File: src/rtl/ctawt_pkg.sv
package ctawt_pkg;

    localparam int CNT_W  = 16;
    localparam int OFF_W  = 6;
    localparam int HOUR_W = 5;
    localparam int MIN_W  = 6;
    localparam int MODE_W = 3;
    localparam int OP_W   = 4;
    localparam int IDX_W  = 2;

    localparam logic [OFF_W-1:0]  OFF_DELAY_RST   = 6'd30;
    localparam logic [CNT_W-1:0]  ALARM_DELAY_RST = 16'd60;
    localparam logic [CNT_W-1:0]  WAKE_DELAY_RST  = 16'd60;
    localparam logic [HOUR_W-1:0] HOUR_MAX        = 5'd23;
    localparam logic [HOUR_W-1:0] HOUR_RST        = 5'd12;
    localparam logic [MIN_W-1:0]  MINUTE_MAX      = 6'd59;

    // Register map indexes (byte address is 4 times the index).
    localparam logic [IDX_W-1:0] REG_OFF_DELAY   = 2'd0;
    localparam logic [IDX_W-1:0] REG_ALARM_DELAY = 2'd1;
    localparam logic [IDX_W-1:0] REG_WAKE_DELAY  = 2'd2;

    typedef enum logic [OP_W-1:0] {
        OP_TICK         = 4'd0,
        OP_ALARM_ARM    = 4'd1,
        OP_ALARM_CANCEL = 4'd2,
        OP_WAKE_ARM     = 4'd3,
        OP_WAKE_CANCEL  = 4'd4,
        OP_SHOW         = 4'd5,
        OP_HIDE         = 4'd6,
        OP_AWAKE        = 4'd7,
        OP_SETUP_NEXT   = 4'd8,
        OP_SETUP_BLINK  = 4'd9,
        OP_SETUP_ADJUST = 4'd10,
        OP_SETUP_EXIT   = 4'd11
    } op_t;

    typedef enum logic [MODE_W-1:0] {
        MODE_NONE   = 3'd0,
        MODE_HOUR   = 3'd1,
        MODE_MINUTE = 3'd2,
        MODE_YEAR   = 3'd3,
        MODE_MONTH  = 3'd4,
        MODE_DAY    = 3'd5
    } mode_t;

    typedef struct packed {
        logic [OFF_W-1:0] off_delay;
        logic [CNT_W-1:0] alarm_delay;
        logic [CNT_W-1:0] wake_delay;
    } cfg_t;

    // Write-back of a renormalized timer count from the remainder unit.
    typedef struct packed {
        logic             valid;
        logic             wake;
        logic [CNT_W-1:0] value;
    } rem_wr_t;

    typedef struct packed {
        logic [HOUR_W-1:0] hour;
        logic [MIN_W-1:0]  minute;
        logic              show_hour;
        logic              show_minute;
        logic              show_dot;
        logic              show_wake_mark;
        logic              display_refresh;
        logic              display_off;
        logic              alarm_fired;
        logic              wake_fired;
        logic [CNT_W-1:0]  wake_remaining;
        logic [MODE_W-1:0] edit_mode;
    } result_t;

endpackage

File: src/rtl/ctawt_rem.sv
module ctawt_rem (
    input  logic                       aclk,
    input  logic                       aresetn,
    input  logic                       start,
    input  logic [ctawt_pkg::CNT_W-1:0] dividend,
    input  logic [ctawt_pkg::CNT_W-1:0] divisor,
    output logic                       busy,
    output logic                       done,
    output logic [ctawt_pkg::CNT_W-1:0] result
);
    import ctawt_pkg::*;

    localparam int STEP_W = $clog2(CNT_W);
    localparam logic [STEP_W-1:0] LAST_STEP = STEP_W'(CNT_W - 1);

    logic              busy_reg, busy_next;
    logic              done_reg, done_next;
    logic [STEP_W-1:0] step_reg, step_next;
    logic [CNT_W-1:0]  rem_reg, rem_next;
    logic [CNT_W-1:0]  dvd_reg, dvd_next;
    logic [CNT_W-1:0]  div_reg, div_next;
    logic [CNT_W:0]    trial;

    assign trial = {rem_reg, dvd_reg[CNT_W-1]};

    // Restoring remainder, one quotient bit per cycle.
    always_comb begin
        busy_next = busy_reg;
        done_next = 1'b0;
        step_next = step_reg;
        rem_next  = rem_reg;
        dvd_next  = dvd_reg;
        div_next  = div_reg;
        if (start) begin
            busy_next = 1'b1;
            step_next = '0;
            rem_next  = '0;
            dvd_next  = dividend;
            div_next  = divisor;
        end else if (busy_reg) begin
            if (trial >= {1'b0, div_reg}) begin
                rem_next = CNT_W'(trial - {1'b0, div_reg});
            end else begin
                rem_next = trial[CNT_W-1:0];
            end
            dvd_next  = {dvd_reg[CNT_W-2:0], 1'b0};
            step_next = step_reg + 1'b1;
            if (step_reg == LAST_STEP) begin
                busy_next = 1'b0;
                done_next = 1'b1;
            end
        end
    end

    always_ff @(posedge aclk) begin
        if (!aresetn) begin
            busy_reg <= 1'b0;
            done_reg <= 1'b0;
            step_reg <= '0;
        end else begin
            busy_reg <= busy_next;
            done_reg <= done_next;
            step_reg <= step_next;
        end
        rem_reg <= rem_next;
        dvd_reg <= dvd_next;
        div_reg <= div_next;
    end

    assign busy   = busy_reg;
    assign done   = done_reg;
    assign result = rem_reg;

    a_rem_below_divisor: assert property (@(posedge aclk) disable iff (!aresetn)
        done_reg && (div_reg != '0) |-> rem_reg < div_reg)
        else $error("remainder not below divisor");

    a_busy_done_excl: assert property (@(posedge aclk) disable iff (!aresetn)
        !(busy_reg && done_reg))
        else $error("remainder unit busy and done together");

endmodule

File: src/rtl/ctawt_core.sv
module ctawt_core (
    input  logic                        aclk,
    input  logic                        aresetn,
    input  logic                        in_accept,
    input  ctawt_pkg::op_t              op,
    input  logic                        normal_mode,
    input  logic                        sign,
    input  ctawt_pkg::cfg_t             cfg,
    input  ctawt_pkg::rem_wr_t          rem_wr,
    output ctawt_pkg::result_t          result,
    output logic [ctawt_pkg::CNT_W-1:0] alarm_raw,
    output logic [ctawt_pkg::CNT_W-1:0] wake_raw
);
    import ctawt_pkg::*;

    logic [MIN_W-1:0]  seconds_reg, seconds_next;
    logic [MIN_W-1:0]  minutes_reg, minutes_next;
    logic [HOUR_W-1:0] hours_reg, hours_next;
    logic              hour_lit_reg, hour_lit_next;
    logic              minute_lit_reg, minute_lit_next;
    logic              dot_lit_reg, dot_lit_next;
    logic              alarm_armed_reg, alarm_armed_next;
    logic              wake_armed_reg, wake_armed_next;
    logic              visible_reg, visible_next;
    logic              disp_en_reg, disp_en_next;
    logic [OFF_W-1:0]  blank_reg, blank_next;
    logic [CNT_W-1:0]  alarm_raw_reg, alarm_raw_next;
    logic [CNT_W-1:0]  alarm_red_reg, alarm_red_next;
    logic [CNT_W-1:0]  wake_raw_reg, wake_raw_next;
    logic [CNT_W-1:0]  wake_red_reg, wake_red_next;
    mode_t             mode_reg, mode_next;

    logic [OFF_W-1:0]  blank_inc;
    logic [CNT_W:0]    alarm_inc;
    logic [CNT_W:0]    wake_inc;
    logic [CNT_W-1:0]  alarm_step;
    logic [CNT_W-1:0]  wake_step;
    logic [MODE_W:0]   mode_inc;
    logic              refresh, off, afire, wfire;
    logic              dh, dm, dd, dw;

    assign blank_inc = blank_reg + 1'b1;
    assign alarm_inc = {1'b0, alarm_red_reg} + 1'b1;
    assign wake_inc  = {1'b0, wake_red_reg} + 1'b1;
    assign mode_inc  = {1'b0, mode_reg} + 1'b1;

    // The reduced count is always below the delay, so the next count wraps
    // exactly when it reaches the delay. A zero delay always yields zero.
    assign alarm_step = ((cfg.alarm_delay == '0) || (alarm_inc == {1'b0, cfg.alarm_delay}))
                        ? '0 : alarm_inc[CNT_W-1:0];
    assign wake_step  = ((cfg.wake_delay == '0) || (wake_inc == {1'b0, cfg.wake_delay}))
                        ? '0 : wake_inc[CNT_W-1:0];

    always_comb begin
        seconds_next     = seconds_reg;
        minutes_next     = minutes_reg;
        hours_next       = hours_reg;
        hour_lit_next    = hour_lit_reg;
        minute_lit_next  = minute_lit_reg;
        dot_lit_next     = dot_lit_reg;
        alarm_armed_next = alarm_armed_reg;
        wake_armed_next  = wake_armed_reg;
        visible_next     = visible_reg;
        disp_en_next     = disp_en_reg;
        blank_next       = blank_reg;
        alarm_raw_next   = alarm_raw_reg;
        alarm_red_next   = alarm_red_reg;
        wake_raw_next    = wake_raw_reg;
        wake_red_next    = wake_red_reg;
        mode_next        = mode_reg;
        refresh          = 1'b0;
        off              = 1'b0;
        afire            = 1'b0;
        wfire            = 1'b0;
        dh               = 1'b0;
        dm               = 1'b0;
        dd               = 1'b0;
        dw               = 1'b0;

        case (op)
            OP_TICK: begin
                if (seconds_reg >= MINUTE_MAX) begin
                    seconds_next = '0;
                    if (minutes_reg >= MINUTE_MAX) begin
                        minutes_next = '0;
                        hours_next   = (hours_reg >= HOUR_MAX) ? '0 : hours_reg + 1'b1;
                    end else begin
                        minutes_next = minutes_reg + 1'b1;
                    end
                end else begin
                    seconds_next = seconds_reg + 1'b1;
                end
                if (normal_mode) begin
                    if (blank_reg < cfg.off_delay) begin
                        blank_next = blank_inc;
                        if ((blank_inc >= cfg.off_delay) && visible_reg
                            && (mode_reg == MODE_NONE)) begin
                            disp_en_next = 1'b0;
                            off          = 1'b1;
                        end
                    end
                    if (alarm_armed_reg) begin
                        alarm_raw_next = alarm_step;
                        alarm_red_next = alarm_step;
                        if (alarm_step == '0) begin
                            alarm_armed_next = 1'b0;
                            afire            = 1'b1;
                        end
                    end
                    dot_lit_next = !dot_lit_reg;
                    if (mode_reg == MODE_NONE) begin
                        hour_lit_next   = 1'b1;
                        minute_lit_next = 1'b1;
                        if (visible_reg && disp_en_next) begin
                            refresh = 1'b1;
                            dh      = 1'b1;
                            dm      = 1'b1;
                            dd      = dot_lit_next;
                            dw      = wake_armed_reg;
                        end
                    end
                    if ((seconds_next == '0) && wake_armed_reg) begin
                        wake_raw_next = wake_step;
                        wake_red_next = wake_step;
                        if (wake_step == '0) begin
                            wake_armed_next = 1'b0;
                            wfire           = 1'b1;
                        end
                    end
                end
            end
            OP_ALARM_ARM: begin
                if (!alarm_armed_reg) begin
                    alarm_raw_next   = '0;
                    alarm_red_next   = '0;
                    alarm_armed_next = 1'b1;
                end
            end
            OP_ALARM_CANCEL: alarm_armed_next = 1'b0;
            OP_WAKE_ARM: begin
                if (!wake_armed_reg) begin
                    wake_raw_next   = '0;
                    wake_red_next   = '0;
                    wake_armed_next = 1'b1;
                end
            end
            OP_WAKE_CANCEL: wake_armed_next = 1'b0;
            OP_SHOW:        visible_next = 1'b1;
            OP_HIDE:        visible_next = 1'b0;
            OP_AWAKE: begin
                disp_en_next = 1'b1;
                blank_next   = '0;
            end
            OP_SETUP_NEXT: begin
                mode_next    = (mode_inc > 4'(MODE_DAY)) ? MODE_HOUR
                                                         : mode_t'(mode_inc[MODE_W-1:0]);
                visible_next = (mode_next == MODE_HOUR) || (mode_next == MODE_MINUTE);
            end
            OP_SETUP_BLINK: begin
                if ((mode_reg == MODE_HOUR) || (mode_reg == MODE_MINUTE)) begin
                    if (mode_reg == MODE_MINUTE) begin
                        hour_lit_next   = 1'b1;
                        minute_lit_next = !minute_lit_reg;
                    end else begin
                        minute_lit_next = 1'b1;
                        hour_lit_next   = !hour_lit_reg;
                    end
                    if (disp_en_reg) begin
                        refresh = 1'b1;
                        dh      = hour_lit_next;
                        dm      = minute_lit_next;
                        dd      = dot_lit_reg;
                        dw      = 1'b0;
                    end
                end
            end
            OP_SETUP_ADJUST: begin
                if (mode_reg == MODE_MINUTE) begin
                    if (sign) begin
                        minutes_next = ((minutes_reg == '0) || (minutes_reg > MINUTE_MAX))
                                       ? MINUTE_MAX : minutes_reg - 1'b1;
                    end else begin
                        minutes_next = (minutes_reg >= MINUTE_MAX) ? '0 : minutes_reg + 1'b1;
                    end
                    seconds_next = '0;
                end else if (mode_reg == MODE_HOUR) begin
                    if (sign) begin
                        hours_next = ((hours_reg == '0) || (hours_reg > HOUR_MAX))
                                     ? HOUR_MAX : hours_reg - 1'b1;
                    end else begin
                        hours_next = (hours_reg >= HOUR_MAX) ? '0 : hours_reg + 1'b1;
                    end
                end
            end
            OP_SETUP_EXIT: mode_next = MODE_NONE;
            default: begin
            end
        endcase

        if (!refresh) begin
            dh = hour_lit_next;
            dm = minute_lit_next;
            dd = dot_lit_next;
            dw = wake_armed_next;
        end

        result.hour            = hours_next;
        result.minute          = minutes_next;
        result.show_hour       = dh;
        result.show_minute     = dm;
        result.show_dot        = dd;
        result.show_wake_mark  = dw;
        result.display_refresh = refresh;
        result.display_off     = off;
        result.alarm_fired     = afire;
        result.wake_fired      = wfire;
        result.wake_remaining  = wake_armed_next ? CNT_W'(cfg.wake_delay - wake_raw_next) : '0;
        result.edit_mode       = mode_next;
    end

    always_ff @(posedge aclk) begin
        if (!aresetn) begin
            seconds_reg     <= '0;
            minutes_reg     <= '0;
            hours_reg       <= HOUR_RST;
            hour_lit_reg    <= 1'b1;
            minute_lit_reg  <= 1'b1;
            dot_lit_reg     <= 1'b0;
            alarm_armed_reg <= 1'b0;
            wake_armed_reg  <= 1'b0;
            visible_reg     <= 1'b0;
            disp_en_reg     <= 1'b1;
            blank_reg       <= '0;
            alarm_raw_reg   <= '0;
            alarm_red_reg   <= '0;
            wake_raw_reg    <= '0;
            wake_red_reg    <= '0;
            mode_reg        <= MODE_NONE;
        end else if (in_accept) begin
            seconds_reg     <= seconds_next;
            minutes_reg     <= minutes_next;
            hours_reg       <= hours_next;
            hour_lit_reg    <= hour_lit_next;
            minute_lit_reg  <= minute_lit_next;
            dot_lit_reg     <= dot_lit_next;
            alarm_armed_reg <= alarm_armed_next;
            wake_armed_reg  <= wake_armed_next;
            visible_reg     <= visible_next;
            disp_en_reg     <= disp_en_next;
            blank_reg       <= blank_next;
            alarm_raw_reg   <= alarm_raw_next;
            alarm_red_reg   <= alarm_red_next;
            wake_raw_reg    <= wake_raw_next;
            wake_red_reg    <= wake_red_next;
            mode_reg        <= mode_next;
        end else if (rem_wr.valid) begin
            if (rem_wr.wake) begin
                wake_red_reg <= rem_wr.value;
            end else begin
                alarm_red_reg <= rem_wr.value;
            end
        end
    end

    assign alarm_raw = alarm_raw_reg;
    assign wake_raw  = wake_raw_reg;

    a_hours_range: assert property (@(posedge aclk) disable iff (!aresetn)
        (hours_reg <= HOUR_MAX) && (minutes_reg <= MINUTE_MAX) && (seconds_reg <= MINUTE_MAX))
        else $error("time of day out of range");

    a_no_writeback_on_accept: assert property (@(posedge aclk) disable iff (!aresetn)
        in_accept |-> !rem_wr.valid)
        else $error("count write-back collides with an accepted transaction");

endmodule

File: src/rtl/ctawt_skid.sv
module ctawt_skid (
    input  logic               aclk,
    input  logic               aresetn,
    input  logic               push,
    input  ctawt_pkg::result_t push_data,
    output logic               push_ready,
    output logic               out_valid,
    output ctawt_pkg::result_t out_data,
    input  logic               out_ready
);
    import ctawt_pkg::*;

    logic    main_valid_reg, main_valid_next;
    logic    skid_valid_reg, skid_valid_next;
    result_t main_reg, main_next;
    result_t skid_reg, skid_next;
    logic    pop;

    assign pop = main_valid_reg && out_ready;

    always_comb begin
        main_valid_next = main_valid_reg;
        skid_valid_next = skid_valid_reg;
        main_next       = main_reg;
        skid_next       = skid_reg;
        if (skid_valid_reg) begin
            if (pop) begin
                main_next       = skid_reg;
                skid_valid_next = 1'b0;
            end
        end else if (push) begin
            if (!main_valid_reg || pop) begin
                main_next       = push_data;
                main_valid_next = 1'b1;
            end else begin
                skid_next       = push_data;
                skid_valid_next = 1'b1;
            end
        end else if (pop) begin
            main_valid_next = 1'b0;
        end
    end

    always_ff @(posedge aclk) begin
        if (!aresetn) begin
            main_valid_reg <= 1'b0;
            skid_valid_reg <= 1'b0;
        end else begin
            main_valid_reg <= main_valid_next;
            skid_valid_reg <= skid_valid_next;
        end
        main_reg <= main_next;
        skid_reg <= skid_next;
    end

    assign push_ready = !skid_valid_reg;
    assign out_valid  = main_valid_reg;
    assign out_data   = main_reg;

    a_skid_behind_main: assert property (@(posedge aclk) disable iff (!aresetn)
        skid_valid_reg |-> main_valid_reg)
        else $error("skid entry held while output register is empty");

endmodule

File: src/rtl/clock_tick_alarm_wakeup_timer_core.sv
// Time-of-day clock with display blanking, a one-shot alarm in seconds and a
// one-shot wake-up timer in minutes. Each input transaction carries one command
// (tick, arm, cancel, show, hide, awake or a setup step) and produces exactly
// one result transaction with the time, the display flags and the timer events.
// The block takes one input transaction per clock cycle unless s_tready is held
// low; results sit in a two-entry output buffer, so a new transaction is
// accepted while an earlier result still waits on the master side. After a
// write to alarm_delay or wakeup_delay the running count of that timer is
// reduced modulo the new delay by a bit-serial remainder unit; the slave side
// is held off (s_tready low) until that is done, while register writes and
// reads keep working. Registers sit at byte addresses 0x0 (display_off_delay),
// 0x4 (alarm_delay) and 0x8 (wakeup_delay).
module clock_tick_alarm_wakeup_timer_core (
    input  logic        aclk,
    input  logic        aresetn,
    // Input stream.
    input  logic        s_tvalid,
    output logic        s_tready,
    input  logic [7:0]  s_tdata,   // [3:0] op, [4] normal_mode, [5] sign, [7:6] zero
    // Result stream.
    output logic        m_tvalid,
    input  logic        m_tready,
    // [4:0] hour, [10:5] minute, [11] show_hour, [12] show_minute,
    // [13] show_dot, [14] show_wake_mark, [15] display_refresh,
    // [16] display_off, [17] alarm_fired, [18] wake_fired,
    // [34:19] wake_remaining, [37:35] edit_mode, [39:38] zero
    output logic [39:0] m_tdata,
    // Register port.
    input  logic        psel,
    input  logic        penable,
    input  logic        pwrite,
    input  logic [3:0]  paddr,
    input  logic [31:0] pwdata,
    output logic [31:0] prdata,
    output logic        pready
);
    import ctawt_pkg::*;

    cfg_t             cfg_reg, cfg_next;
    logic             pend_alarm_reg, pend_alarm_next;
    logic             pend_wake_reg, pend_wake_next;
    logic             job_wake_reg, job_wake_next;
    logic [IDX_W-1:0] reg_idx;
    logic             cfg_wr;
    logic             rem_start, start_wake, rem_busy, rem_done;
    logic [CNT_W-1:0] rem_result;
    logic [CNT_W-1:0] alarm_raw, wake_raw;
    rem_wr_t          rem_wr;
    result_t          core_result, out_result;
    logic             skid_ready, s_accept;

    // The register port never waits.
    assign pready  = 1'b1;
    assign reg_idx = paddr[3:2];
    assign cfg_wr  = psel && penable && pwrite && pready;

    always_comb begin
        cfg_next = cfg_reg;
        if (cfg_wr) begin
            case (reg_idx)
                REG_OFF_DELAY:   cfg_next.off_delay   = pwdata[OFF_W-1:0];
                REG_ALARM_DELAY: cfg_next.alarm_delay = pwdata[CNT_W-1:0];
                REG_WAKE_DELAY:  cfg_next.wake_delay  = pwdata[CNT_W-1:0];
                default: begin
                end
            endcase
        end
    end

    always_comb begin
        case (reg_idx)
            REG_OFF_DELAY:   prdata = {26'd0, cfg_reg.off_delay};
            REG_ALARM_DELAY: prdata = {16'd0, cfg_reg.alarm_delay};
            REG_WAKE_DELAY:  prdata = {16'd0, cfg_reg.wake_delay};
            default:         prdata = '0;
        endcase
    end

    // A written delay marks its timer for renormalization. The alarm goes
    // first when both are pending; a write that lands while its own job runs
    // marks it again, so the last written value always wins.
    assign rem_start  = !rem_busy && (pend_alarm_reg || pend_wake_reg);
    assign start_wake = !pend_alarm_reg;

    always_comb begin
        pend_alarm_next = (pend_alarm_reg && !(rem_start && !start_wake))
                          || (cfg_wr && (reg_idx == REG_ALARM_DELAY));
        pend_wake_next  = (pend_wake_reg && !(rem_start && start_wake))
                          || (cfg_wr && (reg_idx == REG_WAKE_DELAY));
        job_wake_next   = rem_start ? start_wake : job_wake_reg;
    end

    always_ff @(posedge aclk) begin
        if (!aresetn) begin
            cfg_reg.off_delay   <= OFF_DELAY_RST;
            cfg_reg.alarm_delay <= ALARM_DELAY_RST;
            cfg_reg.wake_delay  <= WAKE_DELAY_RST;
            pend_alarm_reg      <= 1'b0;
            pend_wake_reg       <= 1'b0;
            job_wake_reg        <= 1'b0;
        end else begin
            cfg_reg        <= cfg_next;
            pend_alarm_reg <= pend_alarm_next;
            pend_wake_reg  <= pend_wake_next;
            job_wake_reg   <= job_wake_next;
        end
    end

    ctawt_rem u_rem (
        .aclk     (aclk),
        .aresetn  (aresetn),
        .start    (rem_start),
        .dividend (start_wake ? wake_raw : alarm_raw),
        .divisor  (start_wake ? cfg_reg.wake_delay : cfg_reg.alarm_delay),
        .busy     (rem_busy),
        .done     (rem_done),
        .result   (rem_result)
    );

    assign rem_wr.valid = rem_done;
    assign rem_wr.wake  = job_wake_reg;
    assign rem_wr.value = rem_result;

    // Input is held off while a renormalization is pending, running or
    // writing back, and while the output buffer is full.
    assign s_tready = skid_ready && !rem_busy && !rem_done
                      && !pend_alarm_reg && !pend_wake_reg;
    assign s_accept = s_tvalid && s_tready;

    ctawt_core u_core (
        .aclk        (aclk),
        .aresetn     (aresetn),
        .in_accept   (s_accept),
        .op          (op_t'(s_tdata[3:0])),
        .normal_mode (s_tdata[4]),
        .sign        (s_tdata[5]),
        .cfg         (cfg_reg),
        .rem_wr      (rem_wr),
        .result      (core_result),
        .alarm_raw   (alarm_raw),
        .wake_raw    (wake_raw)
    );

    ctawt_skid u_skid (
        .aclk       (aclk),
        .aresetn    (aresetn),
        .push       (s_accept),
        .push_data  (core_result),
        .push_ready (skid_ready),
        .out_valid  (m_tvalid),
        .out_data   (out_result),
        .out_ready  (m_tready)
    );

    assign m_tdata = {2'b00,
                      out_result.edit_mode,
                      out_result.wake_remaining,
                      out_result.wake_fired,
                      out_result.alarm_fired,
                      out_result.display_off,
                      out_result.display_refresh,
                      out_result.show_wake_mark,
                      out_result.show_dot,
                      out_result.show_minute,
                      out_result.show_hour,
                      out_result.minute,
                      out_result.hour};

    // A delay write must stall the input until the count is renormalized.
    a_delay_write_stalls: assert property (@(posedge aclk) disable iff (!aresetn)
        cfg_wr && ((reg_idx == REG_ALARM_DELAY) || (reg_idx == REG_WAKE_DELAY))
        |=> !s_tready)
        else $error("input accepted before timer count renormalized");

endmodule
File: config.mk
export PLATFORM = sky130hd
export DESIGN_NAME = clock_tick_alarm_wakeup_timer_core
export DESIGN_NICKNAME = d
export VERILOG_FILES = /design/src/rtl/ctawt_pkg.sv /design/src/rtl/ctawt_rem.sv /design/src/rtl/ctawt_core.sv /design/src/rtl/ctawt_skid.sv /design/src/rtl/clock_tick_alarm_wakeup_timer_core.sv
export SDC_FILE = /design/constraint.sdc
export NUM_CORES = 1
export LEC_CHECK = 0
export ABC_AREA = 1
export BUFFER_PORTS_ARGS = -buffer_cell sky130_fd_sc_hd__buf_4
export CAP_MARGIN = 5
export CORE_ASPECT_RATIO = 1.5
export CORE_MARGIN = 3
export CORE_UTILIZATION = 63
export CTS_BUF_LIST = sky130_fd_sc_hd__clkbuf_4 sky130_fd_sc_hd__clkbuf_8
export DETAILED_ROUTE_END_ITERATION = 12
export PLACE_DENSITY_LB_ADDON = 0.3
export SLEW_MARGIN = 20
export SYNTH_ARGS = -nofsm -noshare
export SYNTH_HDL_FRONTEND = slang
export SYNTH_HIERARCHICAL = 1
export SYNTH_SLANG_ARGS = --single-unit
File: constraint.sdc
create_clock -name aclk -period 5.4 [get_ports aclk]
set_input_delay 1.08 -clock aclk [delete_from_list [all_inputs] [get_ports aclk]]
set_output_delay 1.08 -clock aclk [all_outputs]
set_load 0.01 [all_outputs]
Yosys cells after proc, flatten, opt, wreduce, memory -nomap -nowiden
Cells that the tools add are included.
Storage, ports and cells
  flip-flop bits (word level): 270
  input bits: 51
  output and inout port bits: 75
  logic and storage cells: 321
Cells by class
  add/sub/neg operators: 12
  $lt $le $gt $ge: 9
  equal/unequal tests: 35
  mux-type cells: 130
  bitwise logic cells: 4
  reductions and logical operators: 77
Operator list (number)
  $mux 16: 23
  $mux 38: 4
  $pmux 16 s2: 3
  $mux 1: 66
  $logic_not 16->1: 4
  $mux 6: 10
  $pmux 16 s3: 1
  $pmux 6 s2: 3
  $mux 5: 7
  $add 16x1->17 const B: 2
  $eq 17x16->1: 2
  $sub 16x16->16: 2
  $eq 4x4->1 const B: 5
  $logic_and 1x1->1: 19
  $add 6x1->6 const B: 3
  $reduce_and 3->1: 6
  $reduce_bool 2->1: 9
  $ge 17x16->1: 1
  $eq 4x3->1 const B: 4
  $pmux 1 s2: 7
  $ge 6x6->1 const B: 2
  $logic_not 6->1: 2
  $reduce_and 6->1: 2
  $logic_not 1->1: 11
  38 further kinds: 69

Depth between registers and ports, before layout
Gate-level depths: netlist of the first run.
  word-level depth: 17
  depth in mapped cells: 33
  mapped depth without buffers: 33

By module
Netlist of the first run, hierarchy kept.
Modules (own cells, without submodules)
  ctawt_core: times used 1, cells each 1414, area each 8620.8 um2, seq. area each 1941.9 um2
  ctawt_rem: times used 1, cells each 433, area each 3296.9 um2, seq. area each 1401.3 um2
  ctawt_skid: times used 1, cells each 220, area each 2889.0 um2, seq. area each 2322.2 um2
  clock_tick_alarm_wakeup_timer_core: times used 1, cells each 404, area each 2428.6 um2, seq. area each 820.8 um2

Worst setup path after synthesis of the first run
Ideal clock, no wire load.
  path kind: input -> register
  from: input s_tvalid
  to: register u_skid/skid_reg[0] (netlist bit) (enable)
  library setup time: 0.481 ns
  arrival time: 4.295 ns
  required time: 4.919 ns
  setup slack: 0.625 ns
  stages: 3
  buffers on the path: 0
  cell sequence: nor3b_1 -> inv_1 -> nor3_1
On the way
  cells in the longest elaborated chain, start to end: 2
Ends and longest elaborated chain
  from (decl): RTL line clock_tick_alarm_wakeup_timer_core.sv:17  | input logic s_tvalid,
  $logic_and 1x1->1: RTL line clock_tick_alarm_wakeup_timer_core.sv:128  | assign s_accept = s_tvalid && s_tready;
  $reduce_and 3->1 (no source line)
  to (signal assigned): RTL line ctawt_skid.sv:53  | skid_reg <= skid_next;
  to (decl): RTL line ctawt_skid.sv:16  | result_t skid_reg, skid_next;
Every way passes these cells.
A chain may end at the register's enable or synchronous reset.

==> results of run 1 <==
-- routing by layer --
layer  vias to the layer above  track usage [%]
li1                       8122                -
met1                      7617             35.7
met2                       756             54.4
met3                       236             4.46
met4                         0             23.9
met5                         -                0
-- stage by stage --
stage	hold WS, ns	total power [mW]	setup WS, ns	std cells	utilization [%]
floorplan	0.439	3.50	0.625	2488	-
global placement	0.454	3.83	0.852	2823	67.0
detailed placement	0.456	3.88	0.756	2823	67.0
CTS	0.467	5.67	0.973	2895	70.2
global route	0.490	5.95	0.524	2895	70.2
finish	0.464	5.67	0.858	2895	70.2
-- layout make-up --
| cell class | count | share of cell area, % |
|---|---|---|
| inverters | 325 | 6.49 |
| clock buffers | 65 | 4.13 |
| clock inverters | 7 | 0.453 |
| flip-flops and latches | 270 | 34.5 |
| multi-input cells | 1787 | 48.0 |
| well taps | 337 | 2.24 |
| repair buffers | 104 | 4.16 |
-- power breakdown --
part           total, mW  switching, mW  leakage [nW]  internal (mW)
registers           2.44          0.146          2.34           2.30
logic               1.43          0.929          5.88          0.499
clock network       1.80          0.800         0.458           1.00
total               5.67           1.87          8.68           3.80
-- how the worst max path moves through the flow --
stage | from | end | slack [ns] | cells after the start
6_report | u_core/wake_red_reg[0] | u_skid/out_data[17] | 0.86 | 31
5_1_grt | u_core/wake_red_reg[0] | u_skid/out_data[17] | 0.52 | 31
4_1_cts | u_core/wake_red_reg[0] | u_skid/out_data[17] | 0.97 | 31
3_5_place_dp | s_tdata[3] | u_skid/out_data[17] | 0.76 | 24
3_3_place_gp | s_tdata[3] | u_skid/out_data[17] | 0.85 | 24
2_1_floorplan | s_tvalid | u_skid/skid_reg[0] | 0.62 | 3
-- synth_stat cells (all sizes together) (6+ instances only) --
cell | count | area share, %
nand2 | 781 | 18
inv | 319 | 6.9
nor2 | 220 | 5.3
nand3 | 191 | 6.1
dfxtp | 162 | 19
o21ai | 156 | 4.5
a21oi | 118 | 3.4
edfxtp | 108 | 19
buf | 63 | 2.6
ha | 51 | 3.7
clkbuf | 43 | 0.94
a31oi | 33 | 1.2
xor2 | 33 | 1.7
nor3 | 32 | 1.1
nand4 | 28 | 1.1
o211ai | 28 | 1.2
xnor2 | 17 | 0.86
nand3b | 13 | 0.57
nor4 | 11 | 0.40
o221ai | 11 | 0.56
or2 | 8 | 0.29
clkinv | 6 | 0.13
-- kinds of logic (layout without fill, tap and decap cells) --
family | Yosys count | after routing | share of synthesized area, %
AND/OR/NAND/NOR | 1289 | 1289 | 32.7
buffers and inverters | 431 | 501 | 10.6
AO/OA/AOI/OAI | 373 | 373 | 12.1
XOR/XNOR | 53 | 53 | 2.94
flip-flops | 270 | 270 | 37.6
adder cells (fa/ha/maj) | 53 | 53 | 3.93
other | 2 | 19 | 0.0436
-- worst min-delay path, cell delays in order (launching register included) --
cell and delay [ns]:
dfxtp_1 0.31, nand2_1 0.06, a21oi_1 0.05
==> metrics.md, run 1 <==
| Metric | Value |
|---|---|
| Data required, critical path | `roughly 5.8 ns` |
| Tightest Pin Transition | `1.02 ns` |
| Post-synth EDFFs | `108` |
| Crit path time final | `~4.5 ns` |
| Multi-input combinational cell area | `9020 µm²` |
| Routed WL | `~48,000 µm` |
| Most frequent cells in the layout | `nand2_1 (745), inv_1 (306), nor2_1 (199)` |
| H-tree depth | `2` |
| Top cell by count, worst path | `nand2_1` |
| First-pass GRT wire length | `about 76,000 µm` |
| Maximum capacitance violations | `0` |
| Grt total ovfl | `0` |
| Clock root buffer master | `clkbuf_8` |
| Design area | `18,800 µm²` |
| Synth Register Bits | `270` |
| Crit path arrival time | `approximately 5.0 ns` |
| Critical path type | `flip-flop to flip-flop` |
| Share of cells above drive strength 1 | `11.1%` |
| Post-Synthesis Cells | `between 2,000 and 2,500` |
| DIE HEIGHT | `between 200 and 250 µm` |
| Count of buffers from port buffering | `86` |
| Worst hold path depth | `2` |
| Post-synth cell types | `between 50 and 60` |
| Clock Skew | `around 0.017 ns` |
| Initial antenna violation count | `0` |
| Crit Path Max Fanout | `8` |
| Achievable frequency | `approximately 0.22 GHz` |
| Initial Utilization | `64.4%` |
| Met1 Wirelength | `17,800 µm` |
| Hold Vio Cnt, Final | `0` |
| GR Util All Layers | `a little under a third` |
| Worst Setup Start Kind | `flip-flop` |
| Routed vias | `roughly 17,000` |
| Vias per Instance | `5.78` |
| R2R depth | `31` |
| R2r setup slk | `0.86 ns` |
| Fraction of registers with async set/reset | `0%` |
| Final period util | `84.1%` |
| Total I/O pin count | `approximately 130` |
| Most common cell after layout, fill and taps aside | `nand2_1` |
| Synthesized area | `around 17,000 µm²` |
| First-pass DRT Iterations | `6` |
| Worst setup EP type | `flip-flop` |
| Status | `finished clean` |
| RSZ-0062 raised after global routing | `no` |
| Lkg Pwr | `8.68 nW` |
| Max-slew headroom | `32.1%` |
| Final Max Slew Viols | `0` |
| Max layer used | `met4` |
| Syn. warnings | `6` |
| Clock-pin slew on the worst setup and hold paths | `0.06 ns` |
| Gpl congestion | `around 1` |
| FF+latch area | `between 6000 and 7000 µm²` |
| Die area | `a little under 30,000 µm²` |
| Die X | `141 µm` |
| FF-to-FF End | `u_skid/out_data[17]` |
| Post-DP Area | `roughly 18,000 µm²` |
| Sequential share of the synthesized area | `approximately 38%` |
| Metal2 WL | `23,400 µm` |
| CTS resizes | `0` |
| Hold endpoint | `u_core/alarm_raw[4]` |
| WP buf/inv | `2` |
| Tightest Hold Check Type | `flip-flop to flip-flop` |
| DR iter-0 viols | `approximately 1,500` |
| Layout area overhead | `9.00%` |
| Sum Neg Setup Slack | `0 ns` |
| Fill cells | `around 2,300` |
| Vias in the first global route | `15,664` |
| Maximum vdd drop | `276 µV` |
| TritonCTS clock tree | `built` |
| Clk_lat worst skew | `0.57 ns` |
| Number of buffers created by CTS | `41` |
| Launching point of the worst reg2reg path | `u_core/wake_red_reg[0]` |
| HPWL after DPL | `36,400 µm` |
| Min-delay src | `u_core/alarm_raw[4]` |
| Top delay family on crit path | `simple AND/OR/NAND/NOR gates` |
| Largest net degree at the start of global routing | `78` |
| Setup violators final | `0` |
| Synth Area per Inst | `approximately 7 µm²` |
| Post-CTS Hold Buffers | `0` |
| CP peak stage delay | `around 0.45 ns` |
| Drt drc | `0` |
| FP Rows | `73` |
| Most used DFF post-synth | `dfxtp_1` |
| Sink Count | `270` |
| Clock buffer depth | `3` |
| P per Cell Area | `302 nW/µm²` |
| Setup bufs post-CTS | `0` |
| Final Net Count | `roughly 2,600` |
| CP max-delay cell | `dfxtp_1` |
| Wire length on met3 | `3160 µm` |
| Core Footprint | `approximately 27,000 µm²` |
| ANT nets after route | `0` |
| Avg WL per Cell | `16.7 µm` |
| Antenna cells | `0` |
Power figures use the tool's default switching activity.
==> run 2, diff against run 1 <==
- ABC_AREA: 1 -> 0
- clock period: 5.4 -> 4.7 ns (I/O delays scaled with it)
==> run 2 against run 1 <==
The flow now finishes with violations (negative setup slack). Register-to-register slack got worse by 1.0 ns. Sequential share of layout area decreased by 1.4 points. Synthesized cell count decreased by 25%. Setup slack got worse by 1.0 ns. Critical path type unchanged. Hold slack got worse by 0.010 ns. Clock skew increased by 0.0029 ns. Non-clock buffer count increased by 117. Largest power group unchanged. Sequential power increased by 9.4%. Critical path depth decreased by 12. Cell count decreased by 19%.
==> metrics.md, run 2 <==
| Metric | Value |
|---|---|
| Post-Synthesis Cells | `1,847 (-25%)` |
| Cell taking the most area after synthesis | `dfxtp_1` |
| Synth top area cells | `dfxtp_1 (19%), edfxtp_1 (19%), nand2_1 (4.5%)` |
| Crit Path Max Fanout | `5 (-3)` |
| Hold Slack | `0.454 ns (-0.0105 ns)` |
| Final Max Slew Viols | `0 (unchanged)` |
| Design area | `19,600 µm² (+4.5%)` |
| Crit path cell chain | `buf_6, nand3_4, or2_1, a311o_1, o2111a_2, and2_4, a311oi_4, a22oi_1, ha_1, a21oi_2, and3_1, a211oi_4, o21ai_1, a221oi_2, o22ai_1, a211oi_2, o21ai_0, nor3b_1, mux2_4` |
| Total I/O pin count | `126 (unchanged)` |
| FP Rows | `72 (-1.4%)` |
| Tot Pwr | `5.88 mW (+3.6%)` |
| DIE HEIGHT | `207 µm (-0.94%)` |
| Number of buffers created by CTS | `41 (unchanged)` |
| Final WS setup | `-0.154 ns (-1.01 ns)` |
| Top post-synthesis cells by count | `nand2_1 (204), dfxtp_1 (162), nor2_1 (141)` |
| DR iter-0 viols | `1,480 (+0.20%)` |
| Setup violators final | `2 (+2)` |
| Pre-CTS setup slack | `-0.166 ns (-0.922 ns)` |
| Status | `finished, violations left` |
| Die area | `28,900 µm² (-1.9%)` |
| HPWL after DPL | `36,400 µm (about the same)` |
| Drt drc | `0 (unchanged)` |
| Synth Register Bits | `270 (unchanged)` |
| Gpl congestion | `0.995 (+1.8%)` |
| Avg WL per Cell | `21.1 µm (+26%)` |
| Clock root buffer master | `clkbuf_8` |
| Top delay family on crit path | `compound AO/OA/AOI/OAI gates` |
| Most common cell after layout, fill and taps aside | `buf_4` |
| WP buf/inv | `1 (-1)` |
| RSZ-0062 raised after global routing | `yes` |
| Synth Area per Inst | `9.15 µm² (+31%)` |
| R2r setup slk | `-0.15 ns (-1.01 ns)` |
| Count leader, synth | `nand2_1` |
| Clock Skew | `0.0202 ns (+0.00286 ns)` |
| TritonCTS clock tree | `built` |
| Sum Neg Setup Slack | `-0.177 ns (-0.177 ns)` |
| Fraction of registers with async set/reset | `0% (unchanged)` |
| CP peak stage delay | `0.43 ns (-0.02 ns)` |
| CP max-delay cell | `a221oi_2` |
| Final Net Count | `2,094 (-20%)` |
| Share of cells above drive strength 1 | `24.0% (+13 points)` |
| Achievable frequency | `0.206 GHz (-6.4%)` |
| Routed WL | `49,700 µm (+2.6%)` |
| Post-DP Area | `18,300 µm² (+1.9%)` |
| Tightest Pin Transition | `1.01 ns (-0.00760 ns)` |
| Post-synth EDFFs | `108 (unchanged)` |
| Lkg Pwr | `7.86 nW (-9.5%)` |
| Most used DFF post-synth | `dfxtp_1` |
| Data required, critical path | `5.02 ns (-0.80 ns)` |
| Synthesized area | `16,900 µm² (-1.9%)` |
| Maximum vdd drop | `329 µV (+19%)` |
| Critical path type | `flip-flop to flip-flop` |
| Routed vias | `14,829 (-11%)` |
| P per Cell Area | `299 nW/µm² (-0.85%)` |
| Vias per Instance | `6.29 (+8.9%)` |
| Largest net degree at the start of global routing | `88 (+13%)` |
| GR Util All Layers | `32.8% (+0.96 points)` |
| Maximum capacitance violations | `0 (unchanged)` |
| Tightest Hold Check Type | `flip-flop to flip-flop` |
| Final period util | `103% (+19 points)` |
| Vias in the first global route | `14,198 (-9.4%)` |
| Max-slew headroom | `32.6% (+0.42 points)` |
| Antenna cells | `0 (unchanged)` |
| Die X | `140 µm (-0.93%)` |
| Worst Setup Start Kind | `flip-flop` |
| Initial Utilization | `64.7% (+0.30 points)` |
| H-tree depth | `2 (unchanged)` |
| Sequential share of the synthesized area | `38.4% (+0.74 points)` |
| Clock buffer depth | `3 (unchanged)` |
| First-pass DRT Iterations | `8 (+2)` |
| Violated checks | `negative setup slack` |
| Most frequent cells in the layout | `buf_4 (212), nand2_1 (201), dfxtp_1 (150)` |
| Sink Count | `270 (unchanged)` |
| Count of buffers from port buffering | `86 (unchanged)` |
| Yosys top cell area share | `19.2% (+0.37 points)` |
| Core Footprint | `26,100 µm² (-2.4%)` |
| Layout area overhead | `16.1%` |
| Clock-pin slew on the worst setup and hold paths | `0.07 ns (about the same)` |
| ANT nets after route | `0 (unchanged)` |
| Initial antenna violation count | `1 (+1)` |
| First-pass GRT wire length | `75,700 µm (-1.0%)` |
| Hold Vio Cnt, Final | `0 (unchanged)` |
| Crit path arrival time | `5.17 ns (+0.21 ns)` |
| Crit path time final | `4.85 ns (+0.312 ns)` |
| Post-CTS Hold Buffers | `0 (unchanged)` |
| Post-synth cell types | `108 (+93%)` |
| Worst setup EP type | `flip-flop` |
| Clk_lat worst skew | `0.57 ns (about the same)` |
| Fill cells | `1,923 (-16%)` |
| Syn. warnings | `6 (unchanged)` |
| Grt total ovfl | `0 (unchanged)` |
[run 2: stage by stage]
stage | utilization (%) | std cells
after floorplan | - | 1864
after global placement | 69.9 | 2263
after detailed placement | 69.9 | 2263
after CTS | 73.9 | 2340
after global routing | 75.1 | 2356
final | 75.1 | 2356
[run 2: path summary, 6_finish.rpt]
kind | start | end | depth (start not counted)
setup / recovery | u_core/wake_red_reg[8] | u_skid/out_data[16] | 19
hold / removal | u_core/alarm_raw[2] | u_core/alarm_raw[2] | 2
setup reg to reg | u_core/wake_red_reg[8] | u_skid/out_data[16] | 19
hold reg to reg | u_core/alarm_raw[2] | u_core/alarm_raw[2] | 2
[run 2: layout make-up]
class,instances,area [µm²],area share [%]
Timing Repair Buffer,221,1700,8.67
Clock inverter,16,161,0.822
Sequential cell,270,6500,33.1
Clock buffer,60,738,3.76
Tap cell,333,417,2.12
Inverter,62,233,1.19
Multi-Input combinational cell,1394,9880,50.3
[run 2: where the power goes]
group / total [mW] / internal (mW) / switching [mW]
sequential: 2.67 / 2.57 / 0.102
combinational: 1.08 / 0.468 / 0.609
clock: 2.13 / 1.18 / 0.951
[run 2: tightest hold or removal path, stage by stage (launching register included)]
cell,delay (ns)
dfxtp_1,0.31
nand2_1,0.05
a21oi_1,0.05
[run 2: what timing repair did]
| action | 4_1_cts | 5_1_grt |
|---|---|---|
| hold endpoints to repair | 0 | 0 |
| endpoints found under the setup margin | 8 | 15 |
| setup buffers | 2 | 16 |
| gates resized for setup | 33 | 39 |
| pin swaps | 5 | 30 |
[run 2: cells by family after synthesis]
group | after synthesis | share of synthesized area (%)
simple gates | 641 | 19.4
compound gates | 430 | 16.6
flops | 270 | 38.4
buf+inv | 200 | 5.88
mux | 145 | 10.0
xor+xnor | 101 | 5.31
fa+ha+maj | 58 | 4.32
other cells | 2 | 0.0444
[run 2: routing by layer]
metal / up-vias / GRT usage (%) / share of wire (%)
met5: - / 0 / 0.010
met4: 2 / 26.0 / 9.0
li1: 6922 / - / -
met1: 7014 / 34.7 / 36
met3: 236 / 5.81 / 5.6
met2: 655 / 57.5 / 50
